===== src/tsfd_pkg.sv =====
// Shared types and constants of the TSIP frame decoder.
`timescale 1ns / 1ps

package tsfd_pkg;

  // Payload buffer size; positions and lengths are 7 bits wide.
  localparam int MaxPayload = 96;
  localparam logic [6:0] MaxCount = 7'(MaxPayload);

  localparam logic [7:0] EscapeReset = 8'h10;
  localparam logic [7:0] EndReset = 8'h03;

  typedef enum logic [1:0] {
    MODE_HUNT      = 2'd0,
    MODE_HUNT_ESC  = 2'd1,
    MODE_FRAME     = 2'd2,
    MODE_FRAME_ESC = 2'd3
  } mode_t;

  typedef enum logic [1:0] {
    KIND_BYTE  = 2'd0,
    KIND_DONE  = 2'd1,
    KIND_ABORT = 2'd2
  } kind_t;

  typedef enum logic {
    CFG_ESCAPE = 1'b0,
    CFG_END    = 1'b1
  } cfg_reg_t;

  typedef struct packed {
    logic [7:0] rx_byte;
    logic       rx_overflow;
  } in_item_t;

  typedef struct packed {
    kind_t      kind;
    logic [7:0] data;
    logic [6:0] position;
    logic [6:0] frame_length;
    logic       truncated;
    logic       last;
  } out_item_t;

  typedef struct packed {
    cfg_reg_t   reg_index;
    logic [7:0] wdata;
  } cfg_item_t;

  typedef struct packed {
    mode_t      mode;
    logic [6:0] byte_count;
    logic       overrun;
  } dec_state_t;

  // Results caused by one byte: count, then up to two items in order.
  typedef struct packed {
    logic [1:0] count;
    out_item_t  item1;
    out_item_t  item0;
  } step_result_t;

endpackage


===== src/tsfd_stream_if.sv =====
// Valid/ready channel carrying one request of a given payload type.
`timescale 1ns / 1ps

interface tsfd_stream_if #(
  parameter type payload_t = logic [7:0]
) ();
  logic     valid;
  logic     ready;
  payload_t payload;

  modport source (output valid, output payload, input ready);
  modport sink (input valid, input payload, output ready);
endinterface


===== src/tsfd_out_queue.sv =====
// Four-entry result queue taking up to two results a cycle, giving one.
`timescale 1ns / 1ps

module tsfd_out_queue (
  input  logic                 clk,
  input  logic                 rst,
  input  logic [1:0]           push_count,
  input  tsfd_pkg::out_item_t  push_item0,
  input  tsfd_pkg::out_item_t  push_item1,
  output logic                 room,
  tsfd_stream_if.source        res
);

  localparam int Depth = 4;

  tsfd_pkg::out_item_t slots [Depth];
  logic [1:0] wr_ptr;
  logic [1:0] rd_ptr;
  logic [2:0] fill;
  logic [2:0] fill_next;
  logic       pop;

  assign pop = res.valid && res.ready;
  assign res.valid = (fill != 3'd0);
  assign res.payload = slots[rd_ptr];
  // Keep space for the largest burst one byte can cause.
  assign room = (fill <= 3'(Depth - 2));
  assign fill_next = fill + {1'b0, push_count} - {2'b00, pop};

  always_ff @(posedge clk) begin
    if (push_count != 2'd0) slots[wr_ptr] <= push_item0;
    if (push_count == 2'd2) slots[wr_ptr + 2'd1] <= push_item1;
  end

  always_ff @(posedge clk) begin
    if (rst) begin
      wr_ptr <= '0;
      rd_ptr <= '0;
      fill <= '0;
    end else begin
      wr_ptr <= wr_ptr + push_count;
      if (pop) rd_ptr <= rd_ptr + 2'd1;
      fill <= fill_next;
    end
  end

endmodule


===== src/flat_wrapper.sv =====
// flat-port wrapper written by rule: the top's interface ports become plain ports
module tsfd_out_queue_flat 
  (clk, rst, push_count, push_item0, push_item1, room, res_valid, res_payload, res_ready);
  tsfd_stream_if res_i ();
  input  logic clk;
  input  logic rst;
  input  logic [1:0] push_count;
  input  tsfd_pkg::out_item_t push_item0;
  input  tsfd_pkg::out_item_t push_item1;
  output logic room;
  output wire logic [$bits(res_i.valid)-1:0] res_valid;
  output wire logic [$bits(res_i.payload)-1:0] res_payload;
  input wire logic [$bits(res_i.ready)-1:0] res_ready;
  assign res_valid = res_i.valid;
  assign res_payload = res_i.payload;
  assign res_i.ready = res_ready;
  tsfd_out_queue u_core (.clk(clk), .rst(rst), .push_count(push_count), .push_item0(push_item0), .push_item1(push_item1), .room(room), .res(res_i));
endmodule

===== config.mk =====
export PLATFORM = sky130hd
export DESIGN_NAME = tsfd_out_queue_flat
export DESIGN_NICKNAME = d
export VERILOG_FILES = /design/src/tsfd_pkg.sv /design/src/tsfd_stream_if.sv /design/src/tsfd_out_queue.sv /design/src/flat_wrapper.sv
export SDC_FILE = /design/constraint.sdc
export NUM_CORES = 1
export LEC_CHECK = 0
export BUFFER_PORTS_ARGS = -buffer_cell sky130_fd_sc_hd__buf_2
export CAP_MARGIN = 20
export CORE_AREA = 10 10 87 89
export DETAILED_ROUTE_END_ITERATION = 7
export DIE_AREA = 0 0 97 99
export PLACE_DENSITY_LB_ADDON = 0.3
export RECOVER_POWER = 50
export SYNTH_ARGS = -nofsm -noshare
export SYNTH_HDL_FRONTEND = slang
export SYNTH_SLANG_ARGS = --single-unit
export TNS_END_PERCENT = 100

===== constraint.sdc =====
create_clock -name clk -period 3 [get_ports clk]
set_input_delay 0.6 -clock clk [delete_from_list [all_inputs] [get_ports clk]]
set_output_delay 0.6 -clock clk [all_outputs]
set_load 0.01 [all_outputs]

==> impl_metrics.tcl <==
set metrics [dict create \
    timing.hold.ws_ns 0.5381 \
    grt_pass1_wl_um 6879 \
    post-route-min-period_ns 2.367 \
    ctsResizeCount 0 \
    tritoncts "built" \
    final_antenna_net_count 0 \
    n_antenna_cell 0 \
    critPathRequiredTime_ns 2.40 \
    ys_seq_area_share_pct 55.92 \
    synth_nets 193 \
    r2r_slack_ns 0.90 \
    leakage_nw 0.8521 \
    start_util_pct 34.88 \
    reg2reg_to "u_core.fill[2]" \
    synth_top_area_cell "edfxtp_1" \
    cap_viol_max_count 0 \
    yosysUniqueCellTypes 27 \
    crit_chain "mux4_2 > buf_2" \
    cpPeakStageDelay_ns 0.72 \
    min-delay-start "u_core.rd_ptr[0]" \
    setup_tns_ns 0 \
    fin_nets 228 \
    r2r_cells 8 \
    cp_max_fo 8 \
    wl_um 4358 \
    grt_use_total_pct 9.240 \
    gp_congestion 0.7080 \
    place_hpwl_um 3094 \
    clock.fmax_ghz 0.4225 \
    cellPowerDensity_nw_per_um2 677.3 \
    port_buffers 30 \
    r2r-start "u_core.fill[2]" \
    syn_area_um2 2041 \
    ctsHoldBuffers 0 \
    first_global_vias 1340 \
    grt-ovfl-total 0 \
    dieArea_um2 9603 \
    cts_root_buf "clkbuf_8" \
    crit_arrival_ns 1.77 \
    cts_buffers 5 \
    worst_pin_slew_ns 0.7336 \
    crit_path_start_kind "register" \
    antenna_found_initial 0 \
    grt_max_degree 14 \
    outcome "finished, final reports clean" \
    die_y_um 99 \
    postCtsSetupBuffers 0 \
    grt_setup_unrepaired "no" \
    fin_skew_ns 0.003654 \
    maxSlewViolCount 0 \
    die_x_um 97 \
    vias 1183 \
    area_delta_synth_final_pct 15.51 \
    postSynthAreaPerCell_um2 15.58 \
    cts_buffer_depth 2 \
    drt-initial-drc-count 29 \
    netlist_instances 131 \
    yosysWarnings 0 \
    finalSetupViolations 0 \
    hp-class "reg -> reg" \
    drc_errors 0 \
    hold_violations 0 \
    critPathKind "reg -> out" \
    synth.ff_latch_count 41 \
    max-vdd-ir-drop_uv 355.1 \
    core_um2 5851 \
    layout-drive-gt1-share_pct 48.50 \
    core.rowCount 28 \
    num_io_pins 67 \
    synth_area_leaders "edfxtp_1, mux2_2, dfxtp_1" \
    slew_headroom_pct 50.73 \
    cp-end-kind "output port" \
    drt-pass1-iter-count 4 \
    hold_path_depth 2 \
    critical_path.slowest_cell "dfxtp_1" \
    vias_per_cell 4.888 \
    finalCritPeriodShare_pct 78.90 \
    worst_skew_pair.late_latency_ns 0.29 \
    wl_per_cell_um 18.01 \
    htreeDepth 2 \
    synth_top_area_share_pct 47.09 \
    clock-sinks 41 \
    path_clk_slew_ns 0.08 \
]
worst max-delay path, delay by kind of cell, from the launching register on:
family,cells,cell delay (ns)
buffers and inverters,1,0.16
muxes,1,0.59
DFF,1,0.72
registers in the layout, indices dropped and copies added, names as in the netlist, named ones only:
name and count:
u_core.wr_ptr 2, u_core.rd_ptr 2, u_core.fill 3, u_core.slots 32
power by group:
| part | switching [W] | internal, W | leakage [nW] | total (W) |
|---|---|---|---|---|
| Clock | 0.000194 | 0.000161 | 0.0455 | 0.000355 |
| Combinational | 0.000212 | 0.000237 | 0.431 | 0.000449 |
| Sequential | 0.0000833 | 0.000709 | 0.376 | 0.000792 |
| Total | 0.000489 | 0.00111 | 0.852 | 0.00160 |
stage by stage:
step / instances / utilization, % / power [W] / cell area (µm²) / setup WS, ns
after floorplan: 131 / - / 0.001107 / 2041 / 0.9715
after global placement: 234 / 39.03 / 0.001256 / 2283 / 0.7976
after detailed placement: 234 / 39.03 / 0.001275 / 2283 / 0.7423
after CTS: 242 / 40.50 / 0.001629 / 2370 / 0.5707
after global routing: 242 / 40.29 / 0.001698 / 2357 / 0.4957
final: 242 / 40.29 / 0.001597 / 2357 / 0.6330
layout make-up:
cell class	instances	area [µm²]
sequential	41	1141
timing repair buffer	33	160.2
inverter	7	26.28
tap	75	93.84
clock buffer	5	68.82
fill	564	3493
clock inverter	3	17.52
multi-input combinational	78	849.6
metal layers:
layer / global-route usage, % / routed length (µm) / part of all wire (%)
met1: 10.12 / 1923 / 44
met2: 16.41 / 2187 / 50
met3: 3.073 / 204 / 4.7
met4: 3.065 / 43 / 0.99
met5: 0 / 0 / 0
placed cells by master (no fill, tap or decap), drive strengths merged:
cell,synthesis,routed
nor4,1,1
and2,1,1
or3,2,2
ha,4,4
nor2,8,8
a22o,2,2
a21oi,1,1
mux2i,3,3
mux4,8,8
xor2,2,2
mux2,32,32
nand2b,2,2
dfxtp,9,9
o311ai,1,1
clkinv,0,3
fa,1,1
inv,7,7
nor2b,4,4
buf,4,29
clkbuf,1,9
xnor2,3,3
edfxtp,32,32
nor3,2,2
o31a,1,1
worst max path at each step:
stage	start	to	slack (ns)	cells past startpoint
after detailed placement	res_ready	u_core.fill[2]	0.74	9
after CTS	register	res_payload[0]	0.57	2
final	register	res_payload[6]	0.63	2
after global placement	res_ready	u_core.fill[2]	0.80	9
after global routing	register	res_payload[6]	0.50	2
after floorplan	res_ready	u_core.fill[2]	0.97	8
synth_stat cells:
cell type,instances
nor3_1,1
nand2b_1,2
nor3_2,1
nor2_2,1
ha_1,4
dfxtp_1,9
inv_1,5
inv_2,2
o31a_1,1
buf_1,1
mux2_2,32
buf_2,3
edfxtp_1,32
nor4_4,1
fa_1,1
and2_1,1
a22o_1,2
mux4_2,8
or3_1,2
clkbuf_2,1
nor2b_1,4
a21oi_1,1
xor2_1,2
o311ai_0,1
mux2i_1,3
xnor2_1,3
nor2_1,7
kinds of logic (layout without fill, tap and decap cells):
family	after synthesis	after routing	share of synthesized area, %
compound gates	5	5	1.962
buf+inv	12	48	2.452
xor+xnor	5	5	2.146
fa+ha+maj	5	5	3.434
flops	41	41	55.92
simple gates	20	20	6.131
mux	43	43	27.96
Power figures use the tool's default switching activity.
