--- src/tsfd_pkg.sv ---
// Shared types and constants of the TSIP frame decoder.
`timescale 1ns / 1ps

package tsfd_pkg;

  // Payload buffer size; positions and lengths are 7 bits wide.
  localparam int MaxPayload = 96;
  localparam logic [6:0] MaxCount = 7'(MaxPayload);

  localparam logic [7:0] EscapeReset = 8'h10;
  localparam logic [7:0] EndReset = 8'h03;

  typedef enum logic [1:0] {
    MODE_HUNT      = 2'd0,
    MODE_HUNT_ESC  = 2'd1,
    MODE_FRAME     = 2'd2,
    MODE_FRAME_ESC = 2'd3
  } mode_t;

  typedef enum logic [1:0] {
    KIND_BYTE  = 2'd0,
    KIND_DONE  = 2'd1,
    KIND_ABORT = 2'd2
  } kind_t;

  typedef enum logic {
    CFG_ESCAPE = 1'b0,
    CFG_END    = 1'b1
  } cfg_reg_t;

  typedef struct packed {
    logic [7:0] rx_byte;
    logic       rx_overflow;
  } in_item_t;

  typedef struct packed {
    kind_t      kind;
    logic [7:0] data;
    logic [6:0] position;
    logic [6:0] frame_length;
    logic       truncated;
    logic       last;
  } out_item_t;

  typedef struct packed {
    cfg_reg_t   reg_index;
    logic [7:0] wdata;
  } cfg_item_t;

  typedef struct packed {
    mode_t      mode;
    logic [6:0] byte_count;
    logic       overrun;
  } dec_state_t;

  // Results caused by one byte: count, then up to two items in order.
  typedef struct packed {
    logic [1:0] count;
    out_item_t  item1;
    out_item_t  item0;
  } step_result_t;

endpackage

--- src/tsfd_step.sv ---
// Combinational next state and results for one received byte.
`timescale 1ns / 1ps

module tsfd_step #(
  parameter int MaxPayload = tsfd_pkg::MaxPayload
) (
  input  tsfd_pkg::dec_state_t   cur,
  input  logic [7:0]             escape_byte,
  input  logic [7:0]             end_byte,
  input  tsfd_pkg::in_item_t     item,
  output tsfd_pkg::dec_state_t   nxt,
  output tsfd_pkg::step_result_t res
);

  localparam logic [6:0] MaxCount = 7'(MaxPayload);

  logic [1:0] want;
  logic [7:0] pv0;
  logic [7:0] pv1;
  logic [7:0] pv;
  logic [6:0] cnt;
  logic       ovr;

  always_comb begin
    nxt = cur;
    res = '0;
    want = 2'd0;
    pv0 = item.rx_byte;
    pv1 = item.rx_byte;
    pv = '0;

    if (item.rx_overflow) begin
      if (cur.mode == tsfd_pkg::MODE_FRAME || cur.mode == tsfd_pkg::MODE_FRAME_ESC) begin
        res.item0.kind = tsfd_pkg::KIND_ABORT;
        res.count = 2'd1;
      end
      nxt.mode = tsfd_pkg::MODE_HUNT;
      nxt.byte_count = '0;
      nxt.overrun = 1'b0;
    end else begin
      case (cur.mode)
        tsfd_pkg::MODE_HUNT: begin
          if (item.rx_byte == escape_byte) nxt.mode = tsfd_pkg::MODE_HUNT_ESC;
        end
        tsfd_pkg::MODE_HUNT_ESC: begin
          if (item.rx_byte == escape_byte) begin
            nxt.mode = tsfd_pkg::MODE_HUNT_ESC;
          end else if (item.rx_byte == end_byte) begin
            nxt.mode = tsfd_pkg::MODE_HUNT;
          end else begin
            // Packet id opens a fresh frame.
            nxt.byte_count = '0;
            nxt.overrun = 1'b0;
            want = 2'd1;
            nxt.mode = tsfd_pkg::MODE_FRAME;
          end
        end
        tsfd_pkg::MODE_FRAME: begin
          if (item.rx_byte == escape_byte) nxt.mode = tsfd_pkg::MODE_FRAME_ESC;
          else want = 2'd1;
        end
        tsfd_pkg::MODE_FRAME_ESC: begin
          if (item.rx_byte == escape_byte) begin
            want = 2'd1;
            pv0 = escape_byte;
            nxt.mode = tsfd_pkg::MODE_FRAME;
          end else if (item.rx_byte == end_byte) begin
            res.item0.kind = tsfd_pkg::KIND_DONE;
            res.item0.frame_length = cur.byte_count;
            res.item0.truncated = cur.overrun;
            res.count = 2'd1;
            nxt.mode = tsfd_pkg::MODE_HUNT;
            nxt.byte_count = '0;
            nxt.overrun = 1'b0;
          end else begin
            // Lone escape: keep it as data, then the byte itself.
            want = 2'd2;
            pv0 = escape_byte;
            nxt.mode = tsfd_pkg::MODE_FRAME;
          end
        end
        default: nxt.mode = tsfd_pkg::MODE_HUNT;
      endcase
    end

    // Store payload bytes while the buffer has room; drop and flag the rest.
    cnt = nxt.byte_count;
    ovr = nxt.overrun;
    for (int i = 0; i < 2; i++) begin
      pv = (i == 0) ? pv0 : pv1;
      if (2'(i) < want) begin
        if (cnt >= MaxCount) begin
          ovr = 1'b1;
        end else begin
          if (res.count == 2'd0) begin
            res.item0.kind = tsfd_pkg::KIND_BYTE;
            res.item0.data = pv;
            res.item0.position = cnt;
          end else begin
            res.item1.kind = tsfd_pkg::KIND_BYTE;
            res.item1.data = pv;
            res.item1.position = cnt;
          end
          res.count = res.count + 2'd1;
          cnt = cnt + 7'd1;
        end
      end
    end
    nxt.byte_count = cnt;
    nxt.overrun = ovr;

    if (res.count == 2'd2) res.item1.last = 1'b1;
    else if (res.count == 2'd1) res.item0.last = 1'b1;
  end

endmodule

--- config.mk ---
export PLATFORM = sky130hd
export DESIGN_NAME = tsfd_step
export DESIGN_NICKNAME = d
export VERILOG_FILES = /design/src/tsfd_pkg.sv /design/src/tsfd_step.sv
export SDC_FILE = /design/constraint.sdc
export NUM_CORES = 1
export LEC_CHECK = 0
export ABC_AREA = 1
export BUFFER_PORTS_ARGS = -buffer_cell sky130_fd_sc_hd__buf_2
export CAP_MARGIN = 20
export CELL_PAD_IN_SITES_DETAIL_PLACEMENT = 0
export CELL_PAD_IN_SITES_GLOBAL_PLACEMENT = 1
export CORE_MARGIN = 5
export CORE_UTILIZATION = 33
export DETAILED_ROUTE_END_ITERATION = 12
export MAX_ROUTING_LAYER = met4
export PLACE_DENSITY_LB_ADDON = 0.1
export SLEW_MARGIN = 30
export SYNTH_ARGS = -nofsm -noshare
export SYNTH_HDL_FRONTEND = slang
export SYNTH_SLANG_ARGS = --single-unit
--- constraint.sdc ---
create_clock -name vclk -period 6.9
set_input_delay 1.38 -clock vclk [all_inputs]
set_output_delay 1.38 -clock vclk [all_outputs]
set_load 0.02 [all_outputs]
==> results of run 1 <==
## where the power goes
part / total (mW) / internal (mW) / switching, mW
registers: 0 / 0 / 0
clock network: 0 / 0 / 0
logic: 0.150 / 0.0470 / 0.103
total: 0.150 / 0.0470 / 0.103
## path summary, 6_finish.rpt
kind,depth (start not counted),endpoint,slack (ns),start
setup / recovery,18,res[38],1.26,item[2]
hold / removal,4,res[4],3.11,cur[3]
## metal layers
| layer | vias to the layer above | wire, um | global-route usage [%] |
|---|---|---|---|
| met3 | 0 | 381 | 1.67 |
| met2 | 72 | 2440 | 25.3 |
| met1 | 913 | 2770 | 22.3 |
| met5 | - | 0 | - |
| met4 | 0 | 0 | 0.144 |
| li1 | 1164 | - | - |
## worst min-delay path: stages
cell and delay (ns):
buf_2 0.09, inv_1 0.06, nor2_1 0.04, buf_2 0.15
## metrics by stage
step / power (mW) / util [%] / hold slack [ns] / cell area (um2)
2_1_floorplan: 0.114 / - / 2.87 / 1880
3_3_place_gp: 0.150 / 41.0 / 3.10 / 2240
3_5_place_dp: 0.151 / 41.0 / 3.11 / 2240
4_1_cts: 0.152 / 41.0 / 3.11 / 2240
5_1_grt: 0.168 / 41.0 / 3.14 / 2240
6_report: 0.150 / 41.0 / 3.11 / 2240
## final cells by class
type	count	area share, %
multi-input combinational	268	67.4
tap	72	4.02
inverter	52	8.70
timing repair buffer	89	19.9
## kinds of logic (layout without fill, tap and decap cells)
family | Yosys count | in the layout | share of synthesized area, %
buffers and inverters | 73 | 141 | 19.8
adders and majority gates | 6 | 6 | 4.07
AOI/OAI and AO/OA | 13 | 13 | 4.75
and+or+nand+nor | 227 | 227 | 65.1
xor gates and xnor gates | 12 | 12 | 6.11
other | 1 | 10 | 0.203
## layout by cell type (no fill, tap or decap), drive strengths merged
cell,instances
xnor2,7
nand2,112
a21oi,1
nor2,62
ha,6
o21ai,3
nor3,6
inv,50
clkinv,2
conb,10
o211ai,1
nand3b,1
buf,89
xor2,5
nand3,38
nand4,8
a211oi,8
==> flow_summary.ini, run 1 <==
[synthesis]
ys_warn_count = 0
synth_top_area_cell = nand2_1
syn_inst = 332
yosysMostFrequentCell = nand2_1
synthTopCellsByArea = nand2_1, nand3_1, nor2_1
ys_seq_area_share_pct = 0
syn_area_um2 = 1840
synth_area_per_cell_um2 = 5.56
yosysUniqueCellTypes = 34
yosys.area.top_type_share_pct = 19.1
synth_common_cells = nand2_1, nor2_1, inv_1

[finish]
ff_latch_area_um2 = 0
nNetsFinal = 452
antenna_cells = 0
multiInputGateArea_um2 = 1510
design.seq.count = 0
nClkBuffers = 0
syn2layout_area_growth_pct = 21.6
drive_above_1_share_pct = 35.7
fillers = 674
final_cells = 481

[power_and_ir_drop]
power_density_nw_per_um2 = 67.0
peakVddDrop_mv = 0.0215
power.leakage_nw = 1.36

[route]
drtIter0Drc = 46
drt_wl_total_um = 5590
drc_errors = 0
via_count = 2149
first_pass_iters = 4
wire_per_inst_um = 11.6
drtAntennaViolNets = 0
via_per_inst = 4.47

[timing]
fmax_ghz = 0.177
timing.final.crit_share_pct = 81.8
maxSlewViolCount = 0
setup_ws_ns = 1.26
final-setup-viol-count = 0
worstMarginPinSlew_ns = 0.515
rsz0062_at_grt = false
tns_ns = 0
slew_headroom_pct = 65.6
min_period_ns = 5.64
hold_violations = 0

[setup_path]
worstPathArrival_ns = 4.26
crit_path_max_fanout = 14
cp-end-kind = primary output
crit_family = simple AND/OR/NAND/NOR gates
crit_path_cell_trace = buf_2 -> inv_2 -> nand2_1 -> nand2_1 -> nand2_1 -> nor2_2 -> nand2_4 -> nand3_4 -> nand4_4 -> ha_1 -> nand2_1 -> nand2_1 -> inv_1 -> ha_1 -> inv_1 -> nand2_4 -> nor2_1 -> buf_2
cp_num_buf_inv = 5
crit_path_start_kind = primary input
crit_slowest_cell = ha_1
required_ns = 5.52
cp_common_cell = nand2_1
critPathMaxStageDelay_ns = 0.47
critical_path_class = primary input to primary output

[global_routing]
antenna_found_initial = 0
overflow = 0
grt_pass1_vias = 2052
grt_max_degree = 18
grt_usage_pct = 15.7
grt_first_pass_wirelength_um = 9500

[flow_run]
maxCapViolCount = 0

[floorplan]
rows = 27
core_area_um2 = 5470
die_h_um = 84.8
start_util_pct = 33.7
dieArea_um2 = 7180
num_io_pins = 99
fp.dieW_um = 84.8

[clock_network]
cts_hold_buf = 0
cts_resized = 0
cts_setup_buffers = 0

[placement]
routabilityCongestion = 0.834
dpl.hpwl_um = 4770
port_buffers = 89
post-place-cells = 481
place_ws_ns = 1.26

[hold_path]
worstHoldPathType = primary input to primary output

[outcome]
status = finished, final reports clean
(Power assumes the default switching activity.)
==> inputs of run 2 (changes only) <==
Settings changed: CORE_UTILIZATION 33 to 27.
Clock period 6.9 ns to 5.05 ns, I/O delays scaled along.
==> flow_summary.ini, run 2 (synthesized netlist as in run 1, its figures left out) <==
[outcome]
status = finished, final reports clean

[timing]
rsz0062_at_grt = false
maxSlewViolCount = 0
timing.final.crit_share_pct = 95.1
final-setup-viol-count = 0
min_period_ns = 4.80
worstMarginPinSlew_ns = 0.504
hold_violations = 0
slew_headroom_pct = 66.3
fmax_ghz = 0.208
tns_ns = 0

[global_routing]
grt_pass1_vias = 1933
antenna_found_initial = 0
grt_use_met1_pct = 18.8
overflow = 0
busiest_layer = met2
use_met3_pct = 0.487
grt_max_degree = 18
use_met2_pct = 22.2
grt_first_pass_wirelength_um = 9270
grt_usage_pct = 13.2

[floorplan]
start_util_pct = 27.4
num_io_pins = 99
dieArea_um2 = 8580
rows = 30
fp.dieW_um = 92.6
core_area_um2 = 6720
die_h_um = 92.6

[setup_path]
worstPathArrival_ns = 3.79
required_ns = 4.04
crit_slowest_cell = ha_1
cp_num_buf_inv = 4
crit_path_max_fanout = 17
crit_cells = 22
cp-startpoint = item[2]
critPathMaxStageDelay_ns = 0.22
critical_path_class = primary input to primary output
crit_path_start_kind = primary input
cp-end-kind = primary output
crit_family = simple AND/OR/NAND/NOR gates
crit_path_cell_trace = buf_2 -> inv_2 -> nand2_1 -> nand2_1 -> nand2_1 -> nor2_2 -> nand2_4 -> nand3_4 -> nand2_4 -> nor2_2 -> ha_1 -> nand3_1 -> nor2_2 -> nand3_1 -> nand2_2 -> inv_2 -> nand2_4 -> nand2_4 -> nand2_4 -> nand2_1 -> nand2_1 -> buf_2

[power_and_ir_drop]
peakVddDrop_mv = 0.0238
p_total_mw = 0.212
power_density_nw_per_um2 = 91.6
power.leakage_nw = 1.39

[route]
drt_wl_total_um = 6010
drc_errors = 0
via_per_inst = 4.32
first_pass_iters = 4
via_count = 2135
wire_per_inst_um = 12.2
drtAntennaViolNets = 0
drtIter0Drc = 82

[finish]
nNetsFinal = 457
layout_commonest_cell = nand2_1
antenna_cells = 0
nClkBuffers = 0
final_core_util_pct = 34.4
design.seq.count = 0
syn2layout_area_growth_pct = 25.3
final_cell_mix = nand2_1, buf_2, nor2_1
drive_above_1_share_pct = 36.5
ff_latch_area_um2 = 0

[hold_path]
min-delay-start = cur[3]
holdPathStages = 4
worstHoldPathType = primary input to primary output

[flow_run]
maxCapViolCount = 0

[placement]
routabilityCongestion = 0.804
dpl.hpwl_um = 5140
port_buffers = 89

[clock_network]
cts_hold_buf = 0
## run 2: final timing paths
path,endpoint
worst max-delay path,res[18]
worst min-delay path,res[4]
## run 2: report_power, final
part           switching (mW)  internal [mW]
Combinational           0.145         0.0670
Sequential                  0              0
Clock                       0              0
## run 2: timing repair
item / 4_1_cts / 5_1_grt
resized for setup: 0 / 3
setup buffers: 0 / 3
hold endpoints to repair: 0 / 0
setup endpoints to repair: 0 / 22
## run 2: metal layers
metal	up-vias	share of wire (%)
met2	52	46
met5	-	0
met4	0	0
li1	1170	-
met3	0	4.5
met1	913	50
## run 2: per-stage QoR
step / instance area, um2 / worst slack, ns / hold WS [ns] / std cells
after floorplan: 1880 / 0.628 / 2.13 / 341
after global placement: 2270 / 0.161 / 2.36 / 491
after detailed placement: 2270 / 0.130 / 2.37 / 491
after CTS: 2270 / 0.122 / 2.37 / 491
after global routing: 2310 / 0.00142 / 2.39 / 494
final: 2310 / 0.250 / 2.36 / 494
## run 2: cell type report
class / instances / area, um2
fill: 806 / 4410
multi-input combinational: 268 / 1530
timing repair buffer: 94 / 483
inverter: 52 / 195
tap: 80 / 100
## run 2: tightest hold or removal path, delay by kind of cell
kind / cells / cell delay, ns
buffers and inverters: 3 / 0.30
AND/OR/NAND/NOR: 1 / 0.04
==> inputs of run 3 (changes only) <==
Settings changed: SETUP_SLACK_MARGIN set to 0.5.
==> flow_summary.ini, run 3 (synthesized netlist as in run 1, its figures left out) <==
[outcome]
status = finished, final reports clean

[global_routing]
use_met3_pct = 0.487
grt_usage_pct = 13.7
overflow = 0
grt_first_pass_wirelength_um = 9650
grt_use_met1_pct = 19.2
antenna_found_initial = 0
use_met2_pct = 23.4
grt_max_degree = 17
grt_pass1_vias = 2014
busiest_layer = met2

[setup_path]
cp-end-kind = primary output
crit_path_max_fanout = 8
worstPathArrival_ns = 3.41
required_ns = 4.04
critical_path_class = primary input to primary output
crit_path_start_kind = primary input
cp-startpoint = item[3]

[placement]
port_buffers = 89
dpl.hpwl_um = 5140
routabilityCongestion = 0.804
place_ws_ns = 0.130

[power_and_ir_drop]
p_sw_mw = 0.171
peakVddDrop_mv = 0.0273
p_clk_share_pct = 0
p_int_mw = 0.106
power_density_nw_per_um2 = 95.7
power.leakage_nw = 1.59
switching_share_pct = 61.7
power_frac_comb_pct = 100.0
seq_power_share_pct = 0

[route]
drtIter0Drc = 68
first_pass_iters = 4
drc_errors = 0
drt_wl_total_um = 6590
via_count = 2315
drtAntennaViolNets = 0
via_per_inst = 4.43
wire_per_inst_um = 12.6

[timing]
setup_ws_ns = 0.630
hold_violations = 0
maxSlewViolCount = 0
final-setup-viol-count = 0
tns_ns = 0
slew_headroom_pct = 65.5
timing.final.crit_share_pct = 87.5
worstMarginPinSlew_ns = 0.516
rsz0062_at_grt = false
fmax_ghz = 0.226
whs_ns = 2.36
min_period_ns = 4.42

[hold_path]
worstHoldPathType = primary input to primary output
min-delay-start = cur[3]
whs_endpoint = res[4]
holdPathStages = 4

[finish]
drive_above_1_share_pct = 49.0
fillers = 764
final_cell_mix = nand2_1, buf_2, nor2_1
antenna_cells = 0
layout_commonest_cell = nand2_1
syn2layout_area_growth_pct = 57.1
design.seq.count = 0
ff_latch_area_um2 = 0
nNetsFinal = 486
nClkBuffers = 0

[floorplan]
start_util_pct = 27.4
num_io_pins = 99
rows = 30
core_area_um2 = 6720
die_h_um = 92.6
fp.dieW_um = 92.6
dieArea_um2 = 8580

[clock_network]
cts_hold_buf = 0

[flow_run]
maxCapViolCount = 0
run 3: changes by cell type in the layout (fill, tap and decap cells not counted), moves of 6 or more:
cell,before,now
buf_4,5,32
nand2_1,94,76
buf_2,89,72
nand2_2,11,27
buf_6,0,11
nand2_8,1,7
run 3: critical path, stage by stage:
cell and delay [ns]:
buf_4 0.15, xnor2_2 0.12, nand2_1 0.10, nor2_4 0.16
nand2_4 0.09, nand3_4 0.12, nand2_4 0.08, buf_12 0.13
nor2_4 0.12, ha_2 0.20, nand3_2 0.09, nor2_4 0.16
nand3_2 0.09, nand2_4 0.10, clkinv_4 0.08, nand2_8 0.11
nand2_8 0.09, nand2_8 0.13, nand2_2 0.06, nand2_2 0.08
buf_6 0.12
run 3: worst max path at each step:
stage	end	slack (ns)
6_report	res[22]	0.63
5_1_grt	res[22]	0.47
4_1_cts	nxt[5]	0.53
3_5_place_dp	res[35]	0.13
3_3_place_gp	res[35]	0.16
2_1_floorplan	nxt[2]	0.63
run 3: cell type report:
class                           instances  area [um2]  share of cell area (%)
Multi-Input combinational cell        272        1810                    62.3
Tap cell                               80         100                    3.45
Inverter                               52         211                    7.30
Timing Repair Buffer                  119         779                    26.9
run 3: routing by layer:
metal,part of all wire (%),wire length (um)
met2,47,3130
met1,48,3170
met4,0,0
met3,4.4,287
met5,0,0
run 3: power groups by stage:
stage / sequential (mW) / combinational [mW] / clock [mW]
floorplan: 0 / 0.155 / 0
CTS: 0 / 0.224 / 0
detailed placement: 0 / 0.211 / 0
finish: 0 / 0.277 / 0
global route: 0 / 0.300 / 0
global placement: 0 / 0.211 / 0
run 3: repair_timing:
action,4_1_cts,5_1_grt
endpoints found under the hold margin,0,0
setup endpoints to repair,33,33
gates resized for setup,11,79
pin swaps,5,30
gates cloned,1,3
setup buffers,6,22
run 3: per-stage QoR:
step	power, mW	instance area [um2]	utilization [%]	cells
floorplan	0.155	1880	-	341
global placement	0.211	2270	33.8	491
detailed placement	0.211	2270	33.8	491
CTS	0.224	2400	35.7	498
global route	0.300	2900	43.1	523
finish	0.277	2900	43.1	523
